[src/hdl/lzssd_pkg.sv]
`timescale 1ns / 1ps

package lzssd_pkg;

    // byte and lane geometry of the result word
    localparam int BYTE_W = 8;
    localparam int LANES = 4;
    localparam int LANE_W = 2;
    localparam int CNT_W = 3;

    // default history ring depth
    localparam int HISTORY_DEPTH_DEF = 256;

    // request from the token sequencer to the history ring
    typedef struct packed {
        logic              wr_en;
        logic              rd_en;
        logic [BYTE_W-1:0] wr_data;
        logic [BYTE_W-1:0] rd_dist;
    } hist_req_t;

endpackage

[src/hdl/lzssd_hist.sv]
`timescale 1ns / 1ps

module lzssd_hist
    import lzssd_pkg::*;
#(
    parameter int HISTORY_DEPTH = HISTORY_DEPTH_DEF
) (
    input  logic              aclk,
    input  logic              aresetn,
    input  hist_req_t         req,
    output logic [BYTE_W-1:0] rd_data
);

    localparam int AW = $clog2(HISTORY_DEPTH);
    localparam logic [AW:0] DEPTH_W = (AW + 1)'(HISTORY_DEPTH);
    localparam logic [AW-1:0] LAST_POS = AW'(HISTORY_DEPTH - 1);

    logic [BYTE_W-1:0] mem [HISTORY_DEPTH];

    logic [AW-1:0]     wp_reg;
    logic              wrapped_reg;
    logic [BYTE_W-1:0] rd_q_reg;
    logic              hit_reg;

    logic [AW-1:0]     dist_ext;
    logic [AW-1:0]     src;
    logic              hit;

    // source slot, distance back from the write pointer modulo the depth
    always_comb begin
        dist_ext = AW'(req.rd_dist);
        if (wp_reg >= dist_ext) begin
            src = wp_reg - dist_ext;
        end else begin
            src = AW'({1'b0, wp_reg} + DEPTH_W - {1'b0, dist_ext});
        end
        // slot holds data only once written since reset
        hit = wrapped_reg || (src < wp_reg);
    end

    // ring storage, one write and one registered read
    always_ff @(posedge aclk) begin
        if (req.wr_en) begin
            mem[wp_reg] <= req.wr_data;
        end
        if (req.rd_en) begin
            rd_q_reg <= mem[src];
            hit_reg <= hit;
        end
    end

    // write pointer and fill tracking
    always_ff @(posedge aclk) begin
        if (!aresetn) begin
            wp_reg <= '0;
            wrapped_reg <= 1'b0;
        end else if (req.wr_en) begin
            if (wp_reg == LAST_POS) begin
                wp_reg <= '0;
                wrapped_reg <= 1'b1;
            end else begin
                wp_reg <= wp_reg + AW'(1);
            end
        end
    end

    // never-written slots read as zero
    assign rd_data = hit_reg ? rd_q_reg : '0;

endmodule

[src/hdl/lzss_escape_code_decoder.sv]
`timescale 1ns / 1ps
// Literal word: its result passes through the group register, then the output register;
// literals and token bytes sustain one input word per cycle while the output drains.
// Copy token of length L: L bytes, each a read state then a write state, input not ready meanwhile;
// each copied byte is a registered read from the history ring, then a write back into it.
// Reset: synchronous active low; control state cleared, ring slots not written since
// reset read as zero through fill tracking, so no clearing pass is needed.

module lzss_escape_code_decoder
    import lzssd_pkg::*;
#(
    parameter int HISTORY_DEPTH = HISTORY_DEPTH_DEF
) (
    input  logic              aclk,
    input  logic              aresetn,
    input  logic              cfg_we,
    input  logic [BYTE_W-1:0] cfg_wdata,
    input  logic              s_valid,
    output logic              s_ready,
    input  logic [BYTE_W-1:0] s_in_byte,
    input  logic              s_end_of_stream,
    output logic              m_valid,
    input  logic              m_ready,
    output logic [BYTE_W-1:0] m_out_byte0,
    output logic [BYTE_W-1:0] m_out_byte1,
    output logic [BYTE_W-1:0] m_out_byte2,
    output logic [BYTE_W-1:0] m_out_byte3,
    output logic [CNT_W-1:0]  m_byte_count,
    output logic              m_last_group
);

    typedef enum logic [2:0] {
        ST_IDLE,
        ST_ESC,
        ST_DIST,
        ST_READ,
        ST_WRITE
    } state_t;

    state_t            state_reg, state_next;
    logic [BYTE_W-1:0] escape_reg, escape_next;
    logic [BYTE_W-1:0] dist_reg, dist_next;
    logic [BYTE_W-1:0] len_reg, len_next;

    logic [BYTE_W-1:0] acc_byte_reg [LANES];
    logic [BYTE_W-1:0] acc_byte_next [LANES];
    logic [CNT_W-1:0]  acc_cnt_reg, acc_cnt_next;
    logic              acc_last_reg, acc_last_next;
    logic              acc_done_reg, acc_done_next;

    logic              m_valid_reg, m_valid_next;
    logic [BYTE_W-1:0] m_byte_reg [LANES];
    logic [BYTE_W-1:0] m_byte_next [LANES];
    logic [CNT_W-1:0]  m_cnt_reg, m_cnt_next;
    logic              m_last_reg, m_last_next;

    hist_req_t         hreq;
    logic [BYTE_W-1:0] hist_rd_data;

    logic out_free;
    logic acc_free;
    logic parsing;
    logic s_fire;

    lzssd_hist #(
        .HISTORY_DEPTH(HISTORY_DEPTH)
    ) u_hist (
        .aclk    (aclk),
        .aresetn (aresetn),
        .req     (hreq),
        .rd_data (hist_rd_data)
    );

    // handshake conditions
    assign out_free = !m_valid_reg || m_ready;
    assign acc_free = !acc_done_reg || out_free;
    assign parsing = (state_reg == ST_IDLE) || (state_reg == ST_ESC)
                     || (state_reg == ST_DIST);
    assign s_ready = parsing && acc_free;
    assign s_fire = s_valid && s_ready;

    // token sequencer, group assembly and output register
    always_comb begin
        state_next = state_reg;
        escape_next = cfg_we ? cfg_wdata : escape_reg;
        dist_next = dist_reg;
        len_next = len_reg;
        acc_byte_next = acc_byte_reg;
        acc_cnt_next = acc_cnt_reg;
        acc_last_next = acc_last_reg;
        acc_done_next = acc_done_reg;
        m_valid_next = m_valid_reg;
        m_byte_next = m_byte_reg;
        m_cnt_next = m_cnt_reg;
        m_last_next = m_last_reg;
        hreq.wr_en = 1'b0;
        hreq.rd_en = 1'b0;
        hreq.wr_data = s_in_byte;
        hreq.rd_dist = dist_reg;

        // move a finished group into the output register
        if (acc_done_reg && out_free) begin
            m_valid_next = 1'b1;
            m_byte_next = acc_byte_reg;
            m_cnt_next = acc_cnt_reg;
            m_last_next = acc_last_reg;
            acc_done_next = 1'b0;
            acc_cnt_next = '0;
            for (int i = 0; i < LANES; i++) begin
                acc_byte_next[i] = '0;
            end
        end else if (m_valid_reg && m_ready) begin
            m_valid_next = 1'b0;
        end

        unique case (state_reg)
            ST_IDLE: begin
                if (s_fire) begin
                    if (s_in_byte == escape_reg) begin
                        state_next = s_end_of_stream ? ST_IDLE : ST_ESC;
                    end else begin
                        hreq.wr_en = 1'b1;
                        acc_byte_next[0] = s_in_byte;
                        acc_cnt_next = CNT_W'(1);
                        acc_last_next = 1'b1;
                        acc_done_next = 1'b1;
                    end
                end
            end
            ST_ESC: begin
                if (s_fire) begin
                    if (s_in_byte == escape_reg) begin
                        // escaped literal
                        hreq.wr_en = 1'b1;
                        acc_byte_next[0] = s_in_byte;
                        acc_cnt_next = CNT_W'(1);
                        acc_last_next = 1'b1;
                        acc_done_next = 1'b1;
                        state_next = ST_IDLE;
                    end else begin
                        dist_next = (s_in_byte > escape_reg) ? s_in_byte - BYTE_W'(1)
                                                             : s_in_byte;
                        state_next = s_end_of_stream ? ST_IDLE : ST_DIST;
                    end
                end
            end
            ST_DIST: begin
                if (s_fire) begin
                    len_next = s_in_byte;
                    state_next = (s_in_byte == '0) ? ST_IDLE : ST_READ;
                end
            end
            ST_READ: begin
                if (acc_free) begin
                    hreq.rd_en = 1'b1;
                    state_next = ST_WRITE;
                end
            end
            ST_WRITE: begin
                // copied byte goes back into the ring and into the next lane
                hreq.wr_en = 1'b1;
                hreq.wr_data = hist_rd_data;
                acc_byte_next[acc_cnt_reg[LANE_W-1:0]] = hist_rd_data;
                acc_cnt_next = acc_cnt_reg + CNT_W'(1);
                len_next = len_reg - BYTE_W'(1);
                if ((acc_cnt_reg == CNT_W'(LANES - 1)) || (len_reg == BYTE_W'(1))) begin
                    acc_done_next = 1'b1;
                    acc_last_next = (len_reg == BYTE_W'(1));
                end
                state_next = (len_reg == BYTE_W'(1)) ? ST_IDLE : ST_READ;
            end
            default: begin
                state_next = ST_IDLE;
            end
        endcase
    end

    // state and registered outputs
    always_ff @(posedge aclk) begin
        if (!aresetn) begin
            state_reg <= ST_IDLE;
            escape_reg <= '0;
            dist_reg <= '0;
            len_reg <= '0;
            acc_cnt_reg <= '0;
            acc_last_reg <= 1'b0;
            acc_done_reg <= 1'b0;
            m_valid_reg <= 1'b0;
            for (int i = 0; i < LANES; i++) begin
                acc_byte_reg[i] <= '0;
            end
        end else begin
            state_reg <= state_next;
            escape_reg <= escape_next;
            dist_reg <= dist_next;
            len_reg <= len_next;
            acc_byte_reg <= acc_byte_next;
            acc_cnt_reg <= acc_cnt_next;
            acc_last_reg <= acc_last_next;
            acc_done_reg <= acc_done_next;
            m_valid_reg <= m_valid_next;
        end
        m_byte_reg <= m_byte_next;
        m_cnt_reg <= m_cnt_next;
        m_last_reg <= m_last_next;
    end

    // result word ports
    assign m_valid = m_valid_reg;
    assign m_out_byte0 = m_byte_reg[0];
    assign m_out_byte1 = m_byte_reg[1];
    assign m_out_byte2 = m_byte_reg[2];
    assign m_out_byte3 = m_byte_reg[3];
    assign m_byte_count = m_cnt_reg;
    assign m_last_group = m_last_reg;

endmodule
[config.mk]
export PLATFORM = sky130hd
export DESIGN_NAME = lzss_escape_code_decoder
export DESIGN_NICKNAME = d
export VERILOG_FILES = /design/src/hdl/lzssd_pkg.sv /design/src/hdl/lzssd_hist.sv /design/src/hdl/lzss_escape_code_decoder.sv
export SDC_FILE = /design/constraint.sdc
export NUM_CORES = 2
export LEC_CHECK = 0
export ABC_CLOCK_PERIOD_IN_PS = 12200
export CORE_ASPECT_RATIO = 0.75
export CORE_MARGIN = 1
export CORE_UTILIZATION = 45
export DETAILED_ROUTE_END_ITERATION = 7
export DONT_BUFFER_PORTS = 1
export PLACE_DENSITY = 0.66
export SLEW_MARGIN = 10
export SYNTH_ARGS = -nofsm -noshare
export SYNTH_HDL_FRONTEND = slang
export SYNTH_SLANG_ARGS = --single-unit
[constraint.sdc]
create_clock -name aclk -period 12.2 [get_ports aclk]
set_input_delay 0.61 -clock aclk [delete_from_list [all_inputs] [get_ports aclk]]
set_output_delay 0.61 -clock aclk [all_outputs]
set_load 0.02 [all_outputs]
; After elaboration in Yosys (flattened, before gate mapping)
; Memories as Yosys holds them, arrays and structs flattened. A register that Yosys moved wholly into a read port is not among the register bits.
; Cells that the tools add are included.
[totals]
latchBits = 0
output_inout_bits = 38
elab_cells = 133
memories = 1
ff_bits = 111
ramBits = 2048
input_bits = 22
romBits = 0
[memory_table]
columns = memory, depth, word_bits, read_ports, rd_ports_with_merged_regs, wr, line
row1 = u_hist.mem, 256, 8, 1, 1, 1, lzssd_hist.sv:18  ; logic [BYTE_W-1:0] mem [HISTORY_DEPTH];
[op_classes]
reduce_logical = 23
eq_ne = 16
mul = 0
magnitude_cmp = 5
n_mux = 58
n_bitwise = 2
n_div = 0
shifts = 0
add_sub_neg = 7
[op_table]
columns = operator, count
row1 = $mux W8, 11
row2 = $bwmux W32, 1
row3 = $mux W32, 1
row4 = $mux W3, 10
row5 = $mux W24, 1
row6 = $pmux W8 S3, 1
row7 = $mux W1, 22
row8 = $add A8 B1 Y8 const B, 2
row9 = $demux W8 S2, 1
row10 = $pmux W8 S2, 1
row11 = $sub A8 B1 Y8 const B, 2
row12 = $sub A8 B8 Y8, 2
row13 = $pmux W3 S5, 1
row14 = $ne A2 B2 Y1 const B, 6
row15 = $eq A3 B2 Y1 const B, 3
row16 = $pmux W1 S3, 3
row17 = $pmux W3 S3, 1
row18 = $eq A8 B1 Y1 const B, 1
row19 = $eq A8 B8 Y1, 1
row20 = $eq A8 B8 Y1 const B, 1
row21 = $ge A8 B8 Y1, 1
row22 = $gt A8 B8 Y1, 1
row23 = $logic_not A8 Y1, 1
row24 = $lt A8 B8 Y1, 1
row25 = 19 further kinds, 35

; Logic depth before layout (Yosys ltp)
[logic_depth]
ltp_word = 9
depth_mapped = 16
mapped_depth_nobuf = 15

; Cells and area by module
; From an unflattened synthesis, not the netlist that was laid out.
[hier_totals]
hier_cells = 4101
area_unflattened_um2 = 84922.7
[modules_own_cells]
columns = mod, instances, area_per_inst_um2, cells_per_inst, seq_area_each_um2
row1 = lzssd_hist, 1, 80437.1, 3637, 61949.4
row2 = lzss_escape_code_decoder, 1, 4485.6, 464, 2382.3

; Worst setup path before layout
; No wires, ideal clock.
[synth_path]
path_type = register -> register
startpoint = register state_reg[2]
endpoint = memory u_hist.mem[0][7] (data pin)
setup_ns = 2.187
n_path_buf = 2
period_less_slack_ns = 13.210
t_required_ns = 10.013
setup_slack_ns = -1.010
arrival_ns = 11.023
stages_incl_launch_ff = 6
cell_sequence = dfxtp_1 > clkbuf_1 > nand2b_1 > nand2b_1 > clkbuf_1 > o21ai_0
[synth_lines]
columns = item, line
row1 = "start, declared", lzss_escape_code_decoder.sv:40  ; state_t state_reg, state_next;
row2 = "start signal, assigned", lzss_escape_code_decoder.sv:193  ; state_reg <= state_next;
row3 = "end, declared", lzssd_hist.sv:18

; Worst setup path in the final report
[layout_path]
startpoint = register u_hist.wp_reg[0]
endpoint = register u_hist.rd_q_reg[7], read port of u_hist.mem (data pin)
[layout_between]
elab_chain_cells = 3
word_cells_on_any_way = 5
cone_classes = 3 x add/sub / 1 x order compare / 1 x mux
[layout_lines]
columns = item, line
row1 = "start, declared", lzssd_hist.sv:20  ; logic [AW-1:0] wp_reg;
row2 = "start signal, assigned", lzssd_hist.sv:62  ; wp_reg <= wp_reg + AW'(1);
row3 = $add A8 B1 Y8, lzssd_hist.sv:35  ; src = AW'({1'b0, wp_reg} + DEPTH_W - {1'b0, dist_ext});
row4 = $sub A8 B8 Y8, lzssd_hist.sv:35
row5 = $mux W8 *, lzssd_hist.sv:32  ; if (wp_reg >= dist_ext) begin
row6 = "end, declared", lzssd_hist.sv:22  ; logic [BYTE_W-1:0] rd_q_reg;
; Mark *: on every way between the ends. The rest lies on a longest branch, timed or not.
; A chain may end at the register's enable or synchronous reset.

==> key figures <==
Run status
  • Status: complete, no violations

Clock network
  • Clock tree buffer depth: 3
  • Post CTS Setup Buffer Count: 0
  • CTS tree: built
  • CTS Buf Count: 188
  • Clk_lat worst skew: 0.83 ns
  • H-tree depth: 4
  • Sink Count: 2167
  • Clock-pin slew on the worst setup and hold paths: 0.06 ns
  • Clock root buffer: clkbuf_16

Die
  • Die area: 190000 um^2
  • Top-level I/O count: 60
  • Die height: 377 um
  • # rows: 137
  • Die width: 503 um
  • Initial Util: 0.454
  • Core ar.: 186000 um^2

Timing
  • Slew margin rel.: 0.188
  • Final min period: 6.35 ns
  • Sum of negative setup slack: 0 ns
  • RSZ-0062 raised after global routing: no
  • Highest clock rate: 157 MHz
  • Period utilization: 0.521
  • Slew at the pin closest to its max-slew limit: 1.22 ns
  • Setup violators final: 0
  • Final Hold Fails: 0
  • Final Skew: 0.0307 ns
  • WHS: 0.0589 ns
  • Max-slew violation count: 0

Logic synthesis
  • Syn_nets: 3955
  • Post-synthesis mux area share: 0.175
  • Top cells by count, synth: edfxtp_1, mux4_2, nor2_1, clkbuf_1, dfxtp_1
  • Synth Area in XOR/XNOR: 0.00195
  • Yosys cell types: 59
  • Avg Cell Area, Syn: 21.7 um^2
  • Dominant synthesized flop cell: edfxtp_1
  • Synth area leaders: edfxtp_1, mux4_2, dfxtp_1
  • Sequential area share after synthesis: 0.761
  • Most numerous cell in the Yosys netlist: edfxtp_1
  • Synth area leader: edfxtp_1
  • Synth warn: 0
  • Mapped Area: 84600 um^2
  • Post-Syn Instances: 3895
  • #FFs+latches synth: 2167
  • Area share of the largest cell type after synthesis: 0.743
  • Post-synthesis compound-gate area fraction: 0.0140
  • Async set-reset flop share out of synthesis: 0
  • Simple-gate area share of the yosys netlist: 0.0287
  • Adder-Cell Fraction of Synth Area: 0.00571
  • Post-synth EDFFs: 2093
  • Largest family of logic cells by synthesized area: multiplexers

Global routing
  • Global-route wire length before repair: 285 mm
  • Initial antenna violation count: 7
  • Largest net degree at the start of global routing: 197
  • Total GRT Usage: 0.209
  • Total global routing overflow: 0
  • Vias in the first global route: 39500

Critical path
  • CP Launch Type: flip-flop
  • Worst EP required: 12.73 ns
  • CP arrival: 6.88 ns
  • Critical Path, Cell by Cell: inv_1, ha_4, inv_1, fa_4, buf_12, buf_12, mux4_2, mux4_2, a22oi_1, nand3_1, mux2i_1, a211oi_1
  • Critical path's largest stage delay: 1.27 ns
  • CP max FO: 149
  • WP buf/inv: 4
  • Family with the most delay on the worst path: multiplexers
  • Slowest library cell on the worst path: fa_4
  • Setup CP Type: reg -> reg
  • Crit. End Element: flip-flop

Power and ir drop
  • Leak: 28.2 nW
  • PD cells: 163 nW/um^2
  • Peak VDD IR: 0.123 mV
  • Total Power Consumption: 0.0152 W

Run
  • Maximum Capacitance Violations: 0

Routing
  • First-pass detailed-route iteration total: 5
  • WL met1: 85.6 mm
  • Top Layer Used: met4
  • Initial drt markers: 5310
  • WL/cell: 29.7 um
  • Detailed-route via count: 40100
  • Residual DRC: 0
  • Routed wire length on met2: 88.7 mm
  • WL met3: 18.2 mm
  • Antenna-violating nets left: 0
  • Vias per inst: 6.07
  • Total wire length: 196 mm

Finish
  • Fin cells: 6607
  • Largest register FFs: 2048
  • Nets@finish: 4009
  • Share of cells above drive strength 1: 0.248
  • P&R area growth vs syn: 10.6%

Place
  • Inst Count DP: 6233
  • Gpl congestion: 0.820
  • DP HPWL: 114 mm
  • I/O Buffers: 0

Min path
  • Hold Crit Class: in -> reg
## path summary, 6_finish.rpt
path / from / to / slack (ns) / cells past startpoint
worst max-delay path: u_hist.wp_reg[0] / u_hist.rd_q_reg[7] / 5.85 / 12
worst min-delay path: s_in_byte[5] / dist_reg[5] / 0.06 / 2
worst max register to register: u_hist.wp_reg[0] / u_hist.rd_q_reg[7] / 5.85 / 12
worst min register to register: acc_byte_reg[30] / m_out_byte0[6] / 0.43 / 0
## per-layer routing
metal / vias up / GRT usage
met4: 0 / 0.0538
met1: 21600 / 0.322
met2: 1899 / 0.302
met5: - / 0
li1: 16400 / -
met3: 257 / 0.0436
## where the power goes
group	switching, W	total, W	internal (W)
registers	0.0000147	0.00819	0.00817
logic	0.000707	0.00125	0.000539
clock network	0.00265	0.00578	0.00313
## through the flow
stage / setup WS [ns] / util / area [um^2]
after floorplan: 3.39 / - / 84600
after global placement: 5.87 / 0.469 / 87400
after detailed placement: 5.95 / 0.469 / 87400
after CTS: 5.96 / 0.502 / 93500
after global routing: 5.66 / 0.502 / 93600
final: 5.85 / 0.502 / 93600
## layout make-up
| cell class | count | area [um^2] |
|---|---|---|
| inverters | 41 | 154 |
| diodes | 1 | 2.50 |
| repair buffers | 94 | 881 |
| flip-flops and latches | 2167 | 64300 |
| fillers | 14700 | 92800 |
| clock inverters | 113 | 888 |
| well taps | 2502 | 3130 |
| multi-input cells | 1457 | 19200 |
| clock buffers | 232 | 4960 |
## cells by family after synthesis
| family | count (synthesis) |
|---|---|
| compound gates | 169 |
| fa+ha+maj | 38 |
| xor+xnor | 18 |
| buf+inv | 271 |
| mux | 673 |
| flops | 2167 |
| simple gates | 559 |
## placed cells by master (no fill, tap or decap), types with 13 or more instances in the layout
cell type,count
edfxtp_1,2093
mux4_2,640
nor2_1,343
clkbuf_16,192
dfxtp_1,74
buf_4,59
nand3_1,53
nand2_1,49
a22oi_1,43
clkinv_1,41
clkinv_2,40
clkbuf_1,39
inv_1,38
ha_1,36
a21oi_1,31
dlygate4sd3_1,27
nand2b_1,21
nor2b_1,20
mux2i_1,19
a211oi_1,17
nand4_1,15
nor4_1,14
mux2_2,14
nor3_1,13
## worst reg2reg max path: stages (launching register included)
cell	delay [ns]
dfxtp_1	0.40
inv_1	0.19
ha_4	0.16
inv_1	0.05
fa_4	1.27
buf_12	0.67
buf_12	0.80
mux4_2	0.64
mux4_2	0.59
a22oi_1	0.26
nand3_1	0.20
mux2i_1	0.65
a211oi_1	0.20
## repair_timing
action | in CTS | in global routing
endpoints found under the hold margin | 36 | 0
resized for setup | 0 | 0
hold buffers | 27 | 0
(Power assumes the default switching activity.)
